==> config.mk <==
export PLATFORM = sky130hd
export DESIGN_NAME = crc32_append_formatter
export DESIGN_NICKNAME = d
export VERILOG_FILES = /design/src/hw/rtl/crcaf_pkg.sv /design/src/hw/rtl/crcaf_engine.sv /design/src/hw/rtl/crcaf_emitter.sv /design/src/hw/rtl/crc32_append_formatter.sv
export SDC_FILE = /design/constraint.sdc
export NUM_CORES = 1
export LEC_CHECK = 0
export ABC_CLOCK_PERIOD_IN_PS = 11400
export BUFFER_PORTS_ARGS = -buffer_cell sky130_fd_sc_hd__buf_2
export CAP_MARGIN = 15
export CORE_UTILIZATION = 35
export CTS_CLUSTER_SIZE = 28
export DETAILED_ROUTE_END_ITERATION = 10
export GPL_TIMING_DRIVEN = 1
export PLACE_DENSITY = 0.61
export SLEW_MARGIN = 25
export SYNTH_ARGS = -nofsm -noshare
export SYNTH_HDL_FRONTEND = slang
export SYNTH_SLANG_ARGS = --single-unit
==> constraint.sdc <==
create_clock -name clk -period 11.4 [get_ports clk]
set_clock_uncertainty 0.15 [all_clocks]
set_input_delay 1.71 -clock clk [delete_from_list [all_inputs] [get_ports clk]]
set_output_delay 1.71 -clock clk [all_outputs]
set_load 0.01 [all_outputs]
==> src/hw/rtl/crcaf_pkg.sv <==
// Package with the types, constants and CRC update function of the CRC append formatter.
package crcaf_pkg;

  localparam int unsigned CRC_W     = 32;
  localparam int unsigned BYTE_W    = 8;
  localparam int unsigned CRC_BYTES = CRC_W / BYTE_W;
  localparam int unsigned CFG_IDX_W = 1;

  typedef logic [CRC_W-1:0]  crc_t;
  typedef logic [BYTE_W-1:0] byte_t;

  localparam crc_t CRC_INIT    = 32'hFFFF_FFFF;
  localparam crc_t CRC_XOR_OUT = 32'hFFFF_FFFF;
  localparam crc_t POLY_RESET  = 32'h0000_00D8;

  typedef enum logic [CFG_IDX_W-1:0] {
    REG_POLYNOMIAL = 1'b0,
    REG_BYTE_ORDER = 1'b1
  } cfg_reg_t;

  // One accepted input beat together with what the appender needs from it.
  typedef struct packed {
    byte_t data_byte;
    logic  last_byte;
    crc_t  crc_final;
    logic  byte_order;
  } crcaf_beat_t;

  // Eight MSB-first shift-and-xor steps over one byte.
  function automatic crc_t crc_update(crc_t rem, byte_t data, crc_t poly);
    crc_t r;
    r = rem ^ {data, {(CRC_W-BYTE_W){1'b0}}};
    for (int i = 0; i < BYTE_W; i++) begin
      if (r[CRC_W-1]) begin
        r = {r[CRC_W-2:0], 1'b0} ^ poly;
      end else begin
        r = {r[CRC_W-2:0], 1'b0};
      end
    end
    return r;
  endfunction

endpackage

==> src/hw/rtl/crcaf_engine.sv <==
// CRC remainder register and its byte-wide update network.
module crcaf_engine (
  input  logic           clk,
  input  logic           rst_n,
  input  logic           accept,
  input  crcaf_pkg::byte_t data_byte,
  input  logic           last_byte,
  input  crcaf_pkg::crc_t  polynomial,
  output crcaf_pkg::crc_t  crc_final
);
  import crcaf_pkg::*;

  crc_t crc_r;
  crc_t crc_nxt;
  crc_t crc_upd;

  assign crc_upd   = crc_update(crc_r, data_byte, polynomial);
  assign crc_final = crc_upd ^ CRC_XOR_OUT;

  always_comb begin
    crc_nxt = crc_r;
    if (accept) begin
      // The remainder restarts once a message is closed.
      crc_nxt = last_byte ? CRC_INIT : crc_upd;
    end
  end

  always_ff @(posedge clk) begin
    if (!rst_n) begin
      crc_r <= CRC_INIT;
    end else begin
      crc_r <= crc_nxt;
    end
  end

endmodule

==> src/hw/rtl/crcaf_emitter.sv <==
// Output register and the sequencer that appends the four CRC bytes.
module crcaf_emitter (
  input  logic                  clk,
  input  logic                  rst_n,
  input  logic                  accept,
  input  crcaf_pkg::crcaf_beat_t beat,
  output logic                  take_ready,
  output logic                  out_valid,
  input  logic                  out_ready,
  output crcaf_pkg::byte_t      out_out_byte,
  output logic                  out_is_last
);
  import crcaf_pkg::*;

  localparam int unsigned CNT_W = $clog2(CRC_BYTES + 1);

  logic             out_valid_r, out_valid_nxt;
  byte_t            out_byte_r, out_byte_nxt;
  logic             out_last_r, out_last_nxt;
  logic [CNT_W-1:0] cnt_r, cnt_nxt;
  crc_t             hold_r, hold_nxt;
  logic             load;

  assign load       = !out_valid_r || out_ready;
  assign take_ready = load && (cnt_r == '0);

  always_comb begin
    out_valid_nxt = out_valid_r;
    out_byte_nxt  = out_byte_r;
    out_last_nxt  = out_last_r;
    cnt_nxt       = cnt_r;
    hold_nxt      = hold_r;
    if (accept) begin
      out_valid_nxt = 1'b1;
      out_byte_nxt  = beat.data_byte;
      out_last_nxt  = 1'b0;
      if (beat.last_byte) begin
        cnt_nxt = CNT_W'(CRC_BYTES);
        // The hold register always shifts out its top byte, so the low-first
        // order is stored byte-swapped.
        hold_nxt = beat.byte_order ? beat.crc_final :
                   {beat.crc_final[7:0], beat.crc_final[15:8],
                    beat.crc_final[23:16], beat.crc_final[31:24]};
      end
    end else if (load && (cnt_r != '0)) begin
      out_valid_nxt = 1'b1;
      out_byte_nxt  = hold_r[CRC_W-1 -: BYTE_W];
      out_last_nxt  = (cnt_r == CNT_W'(1));
      cnt_nxt       = cnt_r - CNT_W'(1);
      hold_nxt      = {hold_r[CRC_W-BYTE_W-1:0], {BYTE_W{1'b0}}};
    end else if (load) begin
      out_valid_nxt = 1'b0;
    end
  end

  always_ff @(posedge clk) begin
    if (!rst_n) begin
      out_valid_r <= 1'b0;
      cnt_r       <= '0;
    end else begin
      out_valid_r <= out_valid_nxt;
      cnt_r       <= cnt_nxt;
    end
  end

  always_ff @(posedge clk) begin
    out_byte_r <= out_byte_nxt;
    out_last_r <= out_last_nxt;
    hold_r     <= hold_nxt;
  end

  assign out_valid    = out_valid_r;
  assign out_out_byte = out_byte_r;
  assign out_is_last  = out_last_r;

endmodule

==> src/hw/rtl/crc32_append_formatter.sv <==
// Top level of the CRC-32 append formatter: configuration registers and wiring.
//
// Message bytes enter on the in_ channel (valid/ready) with a last flag and
// leave unchanged on the out_ channel in the cycle after the accepting edge.
// A 32-bit MSB-first CRC, starting at all ones, runs over every byte; the
// whole byte update is one xor network in front of the CRC register.
// After a byte marked last, four more beats carry the CRC xor all ones,
// high byte first or low byte first as byte_order selects; out_is_last
// marks the fourth. The remainder then restarts at all ones.
// One byte per cycle passes while out_ready is high and no CRC beats are
// pending; in_ready is low while the four CRC beats are sent.
// The cfg_ port writes polynomial (index 0) and byte_order (index 1);
// write only while the block is idle.
// Reset (rst_n low, synchronous) clears the CRC to all ones, the registers to
// polynomial 0xD8 and byte_order 0, and empties the output register.
// When out_ready is low the held beat stays put and in_ready drops until the
// output register can take a new beat.
module crc32_append_formatter (
  input  logic                          clk,
  input  logic                          rst_n,
  input  logic                          in_valid,
  output logic                          in_ready,
  input  crcaf_pkg::byte_t              in_data_byte,
  input  logic                          in_last_byte,
  output logic                          out_valid,
  input  logic                          out_ready,
  output crcaf_pkg::byte_t              out_out_byte,
  output logic                          out_is_last,
  input  logic                          cfg_we,
  input  logic [crcaf_pkg::CFG_IDX_W-1:0] cfg_index,
  input  crcaf_pkg::crc_t               cfg_wdata
);
  import crcaf_pkg::*;

  crc_t        poly_r;
  logic        order_r;
  logic        accept;
  logic        take_ready;
  crc_t        crc_final;
  crcaf_beat_t beat;

  always_ff @(posedge clk) begin
    if (!rst_n) begin
      poly_r  <= POLY_RESET;
      order_r <= 1'b0;
    end else if (cfg_we) begin
      unique case (cfg_reg_t'(cfg_index))
        REG_POLYNOMIAL: poly_r  <= cfg_wdata;
        REG_BYTE_ORDER: order_r <= cfg_wdata[0];
        default: ;
      endcase
    end
  end

  assign in_ready = take_ready;
  assign accept   = in_valid && take_ready;

  crcaf_engine u_engine (
    .clk        (clk),
    .rst_n      (rst_n),
    .accept     (accept),
    .data_byte  (in_data_byte),
    .last_byte  (in_last_byte),
    .polynomial (poly_r),
    .crc_final  (crc_final)
  );

  assign beat.data_byte  = in_data_byte;
  assign beat.last_byte  = in_last_byte;
  assign beat.crc_final  = crc_final;
  assign beat.byte_order = order_r;

  crcaf_emitter u_emitter (
    .clk          (clk),
    .rst_n        (rst_n),
    .accept       (accept),
    .beat         (beat),
    .take_ready   (take_ready),
    .out_valid    (out_valid),
    .out_ready    (out_ready),
    .out_out_byte (out_out_byte),
    .out_is_last  (out_is_last)
  );

endmodule

After elaboration in Yosys (flattened, before gate mapping)
Cells that the tools add are included.
{"block": "op_classes", "n_reduce_logical": 12, "mux": 21, "n_eq_ne": 2, "bitwise_logic": 11, "add_sub_neg": 1}
{"op": "32-bit 2-to-1 mux", "n": 13}
{"op": "32-bit XOR", "n": 9}
{"op": "32-bit inverter", "n": 1}
{"op": "8-bit 2-to-1 mux", "n": 2}
{"op": "3-bit 2-to-1 mux", "n": 3}
{"op": "2-bit AND reduction", "n": 3}
{"op": "3-bit nonzero test", "n": 2}
{"op": "3-bit by 1-bit == test with 1-bit output, second input constant", "n": 1}
{"op": "1-bit logical AND", "n": 3}
{"op": "3-bit zero test", "n": 1}
{"op": "1-bit 2-to-1 mux", "n": 3}
{"op": "3-bit by 1-bit subtractor with 3-bit output, second input constant", "n": 1}
{"op": "2-bit inequality test, second input constant", "n": 1}
{"op": "2-bit nonzero test", "n": 1}
{"op": "1-bit zero test", "n": 1}
{"op": "1-bit logical OR", "n": 1}
{"op": "1-bit inverter", "n": 1}
{"block": "word_totals", "output_inout_bits": 11, "inputBits": 47, "register_bits": 110}

Depth between registers and ports, before layout
Gate-level depths: netlist of run 1.
{"block": "depth", "ltp_word": 21, "ltp_mapped": 16}

By module
Synthesis of run 1 repeated with hierarchy kept, for this count alone.
{"block": "unflattened", "hier_cells": 1159, "area_unflattened_um2": 9400.3}
{"mod": "crcaf_engine", "cells_each": 831, "area_each_um2": 5755.5, "n_inst": 1}
{"mod": "crcaf_emitter", "cells_each": 183, "area_each_um2": 2279.7, "n_inst": 1}
{"mod": "crc32_append_formatter", "cells_each": 145, "area_each_um2": 1365.1, "n_inst": 1}

Worst setup path after synthesis of run 1
Ideal clock, no wire load.
{"block": "synth_path", "path_kind": "input -> register", "from": "input port in_data_byte[7]", "to": "register u_emitter.hold_r[16], data pin", "slack_ns": 6.029, "t_arrival_ns": 4.960, "cell_stages": 14, "setup_time_ns": 0.262, "path_buffers": 1, "required_time_ns": 10.988, "path_cell_list": "xnor2_2 -> xnor2_2 -> and3_1 -> or4_4 -> nand3_1 -> xor3_2 -> or3_4 -> a211oi_4 -> clkbuf_1 -> o21ai_0 -> xnor3_1 -> xor2_1 -> a222oi_1 -> inv_1"}
{"block": "synth_via", "elab_chain_len": 20}
{"item": "start: declaration", "line_no": "crc32_append_formatter.sv:23", "text": "input crcaf_pkg::byte_t in_data_byte,"}
{"item": "32-bit XOR (*)", "line_no": "crcaf_pkg.sv:32", "text": "r = rem ^ {data, {(CRC_W-BYTE_W){1'b0}}};"}
{"item": "32-bit 2-to-1 mux (*)", "line_no": "crcaf_pkg.sv:34", "text": "if (r[CRC_W-1]) begin"}
{"item": "32-bit XOR", "line_no": "crcaf_pkg.sv:35", "text": "r = {r[CRC_W-2:0], 1'b0} ^ poly;"}
{"item": "32-bit 2-to-1 mux (*)", "line_no": "crcaf_pkg.sv:34"}
{"item": "32-bit XOR", "line_no": "crcaf_pkg.sv:35"}
{"item": "32-bit 2-to-1 mux (*)", "line_no": "crcaf_pkg.sv:34"}
{"item": "32-bit XOR", "line_no": "crcaf_pkg.sv:35"}
{"item": "32-bit 2-to-1 mux (*)", "line_no": "crcaf_pkg.sv:34"}
{"item": "(+5 left out)"}
{"item": "32-bit 2-to-1 mux (*)", "line_no": "crcaf_pkg.sv:34"}
{"item": "32-bit XOR", "line_no": "crcaf_pkg.sv:35"}
{"item": "32-bit 2-to-1 mux (*)", "line_no": "crcaf_pkg.sv:34"}
{"item": "32-bit inverter (no source line) (*)"}
{"item": "32-bit 2-to-1 mux (*)", "line_no": "crcaf_emitter.sv:41", "text": "hold_nxt = beat.byte_order ? beat.crc_final :"}
{"item": "32-bit 2-to-1 mux (*)", "line_no": "crcaf_emitter.sv:37", "text": "if (beat.last_byte) begin"}
{"item": "32-bit 2-to-1 mux (*)", "line_no": "crcaf_emitter.sv:33", "text": "if (accept) begin"}
{"item": "named net u_emitter.hold_nxt[16]", "line_no": "crcaf_emitter.sv:21", "text": "crc_t hold_r, hold_nxt;"}
{"item": "end signal: assignment", "line_no": "crcaf_emitter.sv:69", "text": "hold_r <= hold_nxt;"}
{"item": "end: declaration", "line_no": "crcaf_emitter.sv:21"}
The timed path passes the listed nets; every way through them passes the cells marked *. The select of a mux whose other input is x is not followed.
A chain may end at the register's enable or synchronous reset.

Worst setup path after layout of run 1
{"block": "layout_path", "from": "input port in_data_byte[7]", "to": "register u_emitter.hold_r[24], data pin"}
Same word-level chain as after synthesis.

==> impl_metrics.csv, run 1 <==
group,metric,value,unit
run_status,status,"finished, final reports clean",
global_route,grtUsageTotal,18.8,%
power,irDropWorstVdd,0.133,mV
global_route,grt_max_degree,99,
synthesis,synth_top_cell_by_area,"dfxtp_1",
floorplanning,start_util,35.7,%
floorplanning,die_w,160,µm
route,wl_per_cell,17.0,µm
clock_tree,cts_made_buffers,9,
clock_tree,path_clk_slew,0.07,ns
timing,timing.final.crit_share,56.6,%
synthesis,synthFlopType,"dfxtp_1",
clock_tree,cts_root_buf,"clkbuf_16",
timing,fin_ws,4.95,ns
clock_tree,post-cts-setup-buffers,0,
timing,fin_crit,6.45,ns
timing,rsz0062_at_grt,"false",
critical_path,end_kind,"flip-flop",
finish,utilization,38.8,%
clock_tree,ctsResizeCount,0,
place,dpl_cell_area,0.00913,mm²
min_path,holdPathStages,2,
clock_tree,htreeDepth,3,
place,gp_congestion,0.827,
timing,relSlewSlack,30.0,%
power,powerDensity,297,mW/mm²
finish,seq_area,0.00260,mm²
route,vias,7097,
global_route,overflow,0,
clock_tree,clk_path_buf_depth,2,
power,p_leak,3.86,nW
timing,holdWs,0.314,ns
route,dr.pass1.iters,8,
finish,fin_area,0.00943,mm²
critical_path,reg2reg_depth,14,
route,routed_wirelength,23300,µm
critical_path,critPathArrivalTime,6.40,ns
finish,layout.nets,1091,
timing,setup_viol,0,
route,via_per_inst,5.18,
global_route,grt_pass1_wl,37700,µm
synthesis,synth_fp_nets,1104,
route,postRouteAntennaNets,0,
power,p_total,2.80,mW
global_route,antenna_found_initial,0,
synthesis,yosys-top-cells-area,"dfxtp_1 16%, xnor2_1 16%, nand2_1 14%",
synthesis,synth_area,0.00869,mm²
route,drc,0,
synthesis,synth_top_area_share,16.1,%
floorplanning,core-area,0.0243,mm²
timing,tns,0,ns
flow_run,max-cap-violations,0,
timing,finalHoldViolCount,0,
place,io_buffers,57,
clock_tree,clock_sinks,110,
place,dp.cells,1353,
floorplanning,die_h,160,µm
critical_path,worstPathMaxFanout,36,
floorplanning,die_area,0.0255,mm²
synthesis,ys.warnings.count,0,
finish,antenna_cells,0,
synthesis,synth.avg_cell_area,8.25,µm²
floorplanning,rows,57,
min_path,hold_path.class,"flip-flop to flip-flop",
route,first_iter_violations,733,
timing,max_freq,155,MHz
synthesis,synth_seq_cells,110,
critical_path,crit_path_start_kind,"primary input",
global_route,grt_pass1_vias,6689,
timing,worstMarginPinSlew,1.05,ns
finish,area_growth,8.48,%
timing,drv_slew,0,
place,dp_hpwl,15900,µm
place,post-place-ws,4.56,ns
finish,drive_above_1_share,10.5,%
critical_path,crit_type,"primary input to flip-flop",
finish,fin_cells,1370,
synthesis,ys_types,63,
synthesis,synth-seq-area-share,29.9,%
floorplanning,ioPinCount,58,
finish,multi_input_area,0.00565,mm²
clock_tree,clock_latency,0.36,ns
critical_path,crit_required,11.35,ns
synthesis,synth_cells,1054,
finish,fillers,2481,
clock_tree,postCtsHoldBufs,0,
synthesis,synth_edf_count,40,
synthesis,async_reset_ff_share,0,%
clock_tree,cts_tree,"done",
critical_path,rrSetupSlack,5.57,ns
==> cells in the mapped netlist, types with 3 or more instances <==
cell type,instances
a211oi_1,6
a21boi_0,30
a21oi_1,9
a222oi_1,17
and2_1,10
and3_1,26
and4_1,3
buf_1,8
buf_2,24
buf_4,3
clkbuf_1,60
dfxtp_1,70
edfxtp_1,40
ha_1,3
inv_1,23
nand2_1,327
nand2b_1,4
nand3_1,18
nand3b_1,4
nor2_1,22
o211ai_1,23
o21ai_0,36
o21ai_1,6
o22ai_1,5
xnor2_1,156
xnor2_2,4
xnor3_1,32
xor2_1,37
xor2_2,3
==> cell families after synthesis <==
group,count (synthesis),share of synthesized area (%)
buf+inv,118,5.57
simple gates,431,21.1
flops,110,29.9
compound gates,154,12.9
mux,4,0.489
fa+ha+maj,3,0.432
xor+xnor,234,29.6
==> power by group <==
part | total [mW] | internal [mW] | switching (mW) | leakage (nW)
Clock | 0.314 | 0.164 | 0.149 | 0.140
Sequential | 0.665 | 0.584 | 0.0811 | 0.973
Combinational | 1.82 | 0.805 | 1.01 | 2.75
Total | 2.80 | 1.55 | 1.24 | 3.86
==> metal layers <==
layer	wire (µm)	vias up	track usage, %	share of wire (%)
met3	1130	33	2.74	4.8
li1	-	3471	-	-
met5	0	-	0	0
met2	10800	213	30.2	46
met4	621	0	6.47	2.7
met1	10800	3380	25.8	46
==> area by class of cell <==
| cell class | count | share of cell area, % |
|---|---|---|
| inverter | 23 | 0.916 |
| multi-input combinational | 826 | 60.0 |
| clock buffer | 14 | 2.84 |
| tap | 324 | 4.30 |
| timing repair buffer | 71 | 4.18 |
| sequential | 110 | 27.6 |
| clock inverter | 2 | 0.186 |
==> worst paths after layout <==
| check | from | to |
|---|---|---|
| max reg2reg | poly_r[31]$_SDFFE_PN0P_ | u_emitter.hold_r[24]$_DFFE_PP_ |
| min | u_emitter.out_is_last$_SDFFE_PP0P_ | u_emitter.out_is_last$_SDFFE_PP0P_ |
| min reg2reg | u_emitter.out_is_last$_SDFFE_PP0P_ | u_emitter.out_is_last$_SDFFE_PP0P_ |
| max | in_data_byte[7] | u_emitter.hold_r[24]$_DFFE_PP_ |
==> sequential cells by signal (all words and copies together), names as in the netlist <==
signal	flops
order_r	1
u_emitter.hold_r	32
u_emitter.cnt_r	3
u_emitter.out_is_last	1
u_emitter.out_out_byte	8
u_engine.crc_r	32
poly_r	32
u_emitter.out_valid	1
==> layout by cell type, fill, tap and decap left out, drive strengths merged, types with 3 or more instances in the layout <==
cell / Yosys / routed
nand2: 328 / 328
nand3b: 4 / 4
o21ai: 43 / 43
inv: 23 / 23
a21boi: 30 / 30
a211oi: 7 / 7
and4: 3 / 3
and3: 26 / 26
xnor3: 32 / 32
a222oi: 17 / 17
edfxtp: 40 / 40
clkbuf: 60 / 14
o211ai: 23 / 23
nand2b: 4 / 4
xor2: 40 / 40
a21oi: 9 / 9
buf: 35 / 71
ha: 3 / 3
xnor2: 160 / 160
o22ai: 5 / 5
and2: 10 / 10
dfxtp: 70 / 70
nor2: 24 / 24
nand3: 18 / 18
==> worst max-delay path, cell delays in order <==
cell	delay, ns
buf_2	0.14
xor2_2	0.14
buf_4	0.26
nand3_1	0.22
and2_1	0.16
buf_4	0.34
nand3b_1	0.14
and4_1	0.27
nor2_2	0.39
xor3_1	0.51
o22ai_1	0.20
or3_1	0.84
nand3_1	0.20
xnor3_1	0.44
a222oi_1	0.33
inv_1	0.09
(Power assumes the default switching activity.)
==> run 2, diff against run 1 <==
Settings changed: ABC_CLOCK_PERIOD_IN_PS 11400 to 5700, PLACE_DENSITY 0.61 to 0.63.
Clock period 11.4 ns to 5.7 ns, I/O delays scaled along.
==> impl_metrics.csv, run 2 (same netlist as run 1, synthesis figures left out) <==
group,metric,value,unit
critical_path,crit_required,5.65,ns
clock_tree,cts_root_buf,"clkbuf_16",
floorplanning,start_util,35.7,%
timing,holdWs,0.320,ns
finish,final_common_cell,"nand2_1",
clock_tree,ctsResizeCount,0,
critical_path,rrSetupSlack,0.75,ns
floorplanning,die_h,160,µm
finish,layout.nets,1098,
place,gp_congestion,0.880,
floorplanning,die_w,160,µm
route,postRouteAntennaNets,0,
finish,utilization,39.0,%
clock_tree,post-cts-setup-buffers,0,
floorplanning,rows,57,
route,vias,7075,
clock_tree,path_clk_slew,0.07,ns
global_route,grtUsageTotal,18.6,%
finish,drive_above_1_share,11.5,%
route,wl_per_cell,16.8,µm
place,io_buffers,57,
place,post-place-ws,0.243,ns
clock_tree,clk_path_buf_depth,2,
place,dp_hpwl,16300,µm
critical_path,critPathArrivalTime,4.96,ns
global_route,overflow,0,
timing,tns,0,ns
timing,setup_viol,0,
timing,fin_crit,5.01,ns
global_route,grt_max_degree,54,
floorplanning,core-area,0.0243,mm²
critical_path,crit_path_start_kind,"primary input",
global_route,antenna_found_initial,0,
route,via_per_inst,5.14,
min_path,holdPathStages,2,
clock_tree,htreeDepth,3,
clock_tree,cts_tree,"done",
flow_run,max-cap-violations,0,
critical_path,r2r_start,"poly_r[31]$_SDFFE_PN0P_",
route,dr.pass1.iters,6,
floorplanning,ioPinCount,58,
finish,top_regs,"poly_r x32, u_emitter.hold_r x32, u_engine.crc_r x32",
critical_path,r2r-end,"u_emitter.hold_r[22]$_DFFE_PP_",
finish,final_cell_mix,"326 x nand2_1, 153 x xnor2_1, 70 x dfxtp_1",
route,first_iter_violations,596,
timing,worstMarginPinSlew,0.915,ns
clock_tree,clock_latency,0.37,ns
critical_path,reg2reg_depth,14,
route,drc,0,
finish,antenna_cells,0,
global_route,grt_pass1_vias,6727,
critical_path,crit_type,"primary input to flip-flop",
timing,finalHoldViolCount,0,
finish,area_growth,9.13,%
global_route,grt_pass1_wl,37100,µm
timing,relSlewSlack,39.0,%
power,p_leak,3.89,nW
route,routed_wirelength,23200,µm
critical_path,worstPathMaxFanout,28,
timing,max_freq,200,MHz
power,powerDensity,590,mW/mm²
critical_path,end_kind,"flip-flop",
timing,timing.final.crit_share,87.9,%
run_status,status,"finished, final reports clean",
min_path,hold_path.class,"flip-flop to flip-flop",
clock_tree,postCtsHoldBufs,0,
clock_tree,cts_made_buffers,9,
clock_tree,clock_sinks,110,
floorplanning,die_area,0.0255,mm²
min_path,holdPathEnd,"u_emitter.out_is_last$_SDFFE_PP0P_",
timing,drv_slew,0,
power,irDropWorstVdd,0.194,mV
min_path,worstHoldStart,"u_emitter.out_is_last$_SDFFE_PP0P_",
timing,fin_ws,0.692,ns
timing,rsz0062_at_grt,"false",
-- run 2: routing by layer --
layer | share of wire [%] | vias to the layer above | GRT usage, %
met5 | 0 | - | 0
met4 | 2.0 | 0 | 5.81
met3 | 5.2 | 29 | 3.28
met2 | 47 | 187 | 30.8
met1 | 46 | 3391 | 24.4
li1 | - | 3468 | -
-- run 2: cell type report --
type,count,area [µm²]
Clock buffer,11,243
Tap cell,324,405
Fill cell,2504,14800
Multi-Input combinational cell,826,5650
Timing Repair Buffer,78,455
Clock inverter,5,41.3
Inverter,23,86.3
Sequential cell,110,2600
-- run 2: worst max-delay path by stage --
stage	startpoint	slack [ns]	endpoint
finish	in_data_byte[7]	0.69	u_emitter.hold_r[22]$_DFFE_PP_
global route	in_data_byte[7]	0.46	u_emitter.hold_r[16]$_DFFE_PP_
CTS	in_data_byte[7]	0.62	u_emitter.hold_r[30]$_DFFE_PP_
detailed placement	in_data_byte[7]	0.24	u_emitter.hold_r[22]$_DFFE_PP_
global placement	in_data_byte[7]	0.37	u_emitter.hold_r[22]$_DFFE_PP_
floorplan	in_data_byte[7]	1.18	u_emitter.hold_r[16]$_DFFE_PP_
-- run 2: worst max-delay path: stages --
cell and delay (ns):
buf_2 0.14, xor2_2 0.18, buf_4 0.19, buf_4 0.33, nand2_1 0.11, xnor2_1 0.33, xor2_2 0.42, xnor3_1 0.54
a211oi_4 0.54, buf_12 0.22, o21ai_0 0.10, xnor3_1 0.24, xor2_1 0.20, a222oi_1 0.46, inv_1 0.08
-- run 2: metrics by stage --
stage                     instances  cell area, µm²  power, mW
after floorplan                1054            8690       4.13
after global routing           1377            9480       5.95
final                          1377            9480       5.60
after global placement         1361            9180       4.90
after CTS                      1377            9470       5.60
after detailed placement       1361            9190       4.96
-- run 2: report_power, final --
group / switching [mW] / internal [mW] / leakage, nW
Sequential: 0.172 / 1.17 / 0.973
Combinational: 1.98 / 1.64 / 2.78
Clock: 0.320 / 0.315 / 0.138
Total: 2.47 / 3.13 / 3.89
==> run 3, diff against run 2 <==
Settings changed: RECOVER_POWER set to 100.
==> impl_metrics.csv, run 3 (same netlist as run 1, synthesis figures left out) <==
group,metric,value,unit
route,via_per_inst,5.17,
power,internal_power,3.12,mW
global_route,grt_pass1_vias,6727,
finish,final_common_cell,"nand2_1",
critical_path,r2r-end,"u_emitter.hold_r[22]$_DFFE_PP_",
clock_tree,clock_sinks,110,
clock_tree,htreeDepth,3,
power,sequentialPowerShare,24.1,%
critical_path,worstPathMaxFanout,28,
critical_path,reg2reg_depth,14,
clock_tree,cts_root_buf,"clkbuf_16",
min_path,worstHoldStart,"u_emitter.out_is_last$_SDFFE_PP0P_",
global_route,grt_max_degree,54,
timing,max_freq,192,MHz
route,wl_per_cell,16.9,µm
finish,final_cell_mix,"327 x nand2_1, 153 x xnor2_1, 70 x dfxtp_1",
power,p_leak,3.85,nW
finish,utilization,38.9,%
finish,layout.nets,1098,
critical_path,end_kind,"flip-flop",
clock_tree,clk_path_buf_depth,2,
place,dp_hpwl,16300,µm
timing,rsz0062_at_grt,"false",
clock_tree,post-cts-setup-buffers,0,
route,vias,7114,
clock_tree,clock_latency,0.37,ns
route,routed_wirelength,23200,µm
global_route,grt_pass1_wl,37100,µm
run_status,status,"finished, violations left",
route,first_iter_violations,665,
finish,drive_above_1_share,10.1,%
global_route,grtUsageTotal,18.6,%
finish,antenna_cells,0,
route,postRouteAntennaNets,0,
critical_path,crit_required,5.65,ns
timing,timing.final.crit_share,91.2,%
min_path,hold_path.class,"flip-flop to flip-flop",
place,dpl_cell_area,0.00919,mm²
power,switchingPower,2.46,mW
finish,fin_cells,1377,
finish,area_growth,8.80,%
timing,tns,0,ns
timing,finalHoldViolCount,0,
floorplanning,rows,57,
route,dr.pass1.iters,7,
finish,top_regs,"poly_r x32, u_emitter.hold_r x32, u_engine.crc_r x32",
finish,fillers,2510,
power,power_frac_clock,11.4,%
critical_path,startpoint,"in_data_byte[7]",
floorplanning,ioPinCount,58,
clock_tree,postCtsHoldBufs,0,
timing,setup_viol,0,
clock_tree,cts_tree,"done",
power,irDropWorstVdd,0.192,mV
power,powerDensity,590,mW/mm²
floorplanning,die_area,0.0255,mm²
critical_path,r2r_start,"poly_r[31]$_SDFFE_PN0P_",
place,gp_congestion,0.880,
timing,worstMarginPinSlew,1.80,ns
floorplanning,die_h,160,µm
global_route,antenna_found_initial,0,
floorplanning,start_util,35.7,%
timing,relSlewSlack,-20.0,%
timing,drv_slew,120,
clock_tree,ctsResizeCount,0,
critical_path,rrSetupSlack,0.54,ns
critical_path,crit_path_start_kind,"primary input",
route,drc,0,
run_status,violations,"capacitance limit, slew limit",
power,swShare,44.1,%
place,dp.cells,1361,
finish,fin_area,0.00946,mm²
flow_run,max-cap-violations,3,
power,combPwrFrac,64.5,%
clock_tree,path_clk_slew,0.07,ns
min_path,holdPathStages,2,
floorplanning,die_w,160,µm
global_route,overflow,0,
min_path,holdPathEnd,"u_emitter.out_is_last$_SDFFE_PP0P_",
critical_path,critPathArrivalTime,5.15,ns
critical_path,crit_type,"primary input to flip-flop",
place,io_buffers,57,
floorplanning,core-area,0.0243,mm²
clock_tree,cts_made_buffers,9,
timing,fin_crit,5.20,ns
-- run 3: critical path, cell delays in order --
cell and delay, ns:
buf_2 0.14, xor2_2 0.18, buf_4 0.19, buf_4 0.33
nand2_1 0.11, xnor2_1 0.27, xor2_1 0.63, xnor3_1 0.59
a211oi_4 0.53, buf_12 0.22, o21ai_0 0.10, xnor3_1 0.24
xor2_1 0.20, a222oi_1 0.45, inv_1 0.08
-- run 3: how the worst max path moves through the flow --
stage / slack (ns) / cells past startpoint / to
global placement: 0.37 / 14 / u_emitter.hold_r[22]$_DFFE_PP_
floorplan: 1.18 / 14 / u_emitter.hold_r[16]$_DFFE_PP_
finish: 0.50 / 15 / u_emitter.hold_r[22]$_DFFE_PP_
global route: 0.29 / 14 / u_emitter.hold_r[2]$_SDFFCE_PN0P_
detailed placement: 0.24 / 14 / u_emitter.hold_r[22]$_DFFE_PP_
CTS: 0.62 / 15 / u_emitter.hold_r[30]$_DFFE_PP_
-- run 3: layer usage --
layer / vias up / share of wire [%] / GRT usage, %
met2: 188 / 47 / 30.8
li1: 3470 / - / -
met4: 0 / 2.0 / 5.81
met1: 3427 / 45 / 24.4
met3: 29 / 5.9 / 3.28
met5: - / 0 / 0
-- run 3: metrics by stage --
step	power, mW	hold slack (ns)	setup WS (ns)
after floorplan	4.13	0.310	1.18
after global placement	4.90	0.302	0.371
after detailed placement	4.96	0.312	0.243
after CTS	5.60	0.322	0.625
after global routing	5.94	0.347	0.287
final	5.58	0.323	0.503
-- run 3: area by class of cell --
type | count | area, µm² | share of cell area, %
multi-input combinational | 826 | 5640 | 59.7
sequential | 110 | 2600 | 27.5
timing repair buffer | 78 | 437 | 4.62
tap | 324 | 405 | 4.29
clock buffer | 11 | 243 | 2.57
inverter | 23 | 86.3 | 0.913
clock inverter | 5 | 41.3 | 0.437
-- run 3: power by group through the flow --
stage / clock network [mW] / registers, mW / logic (mW)
floorplan: 0 / 1.29 / 2.84
global placement: 0 / 1.36 / 3.55
detailed placement: 0 / 1.35 / 3.60
finish: 0.634 / 1.35 / 3.60
global route: 0.681 / 1.37 / 3.88
CTS: 0.654 / 1.34 / 3.61
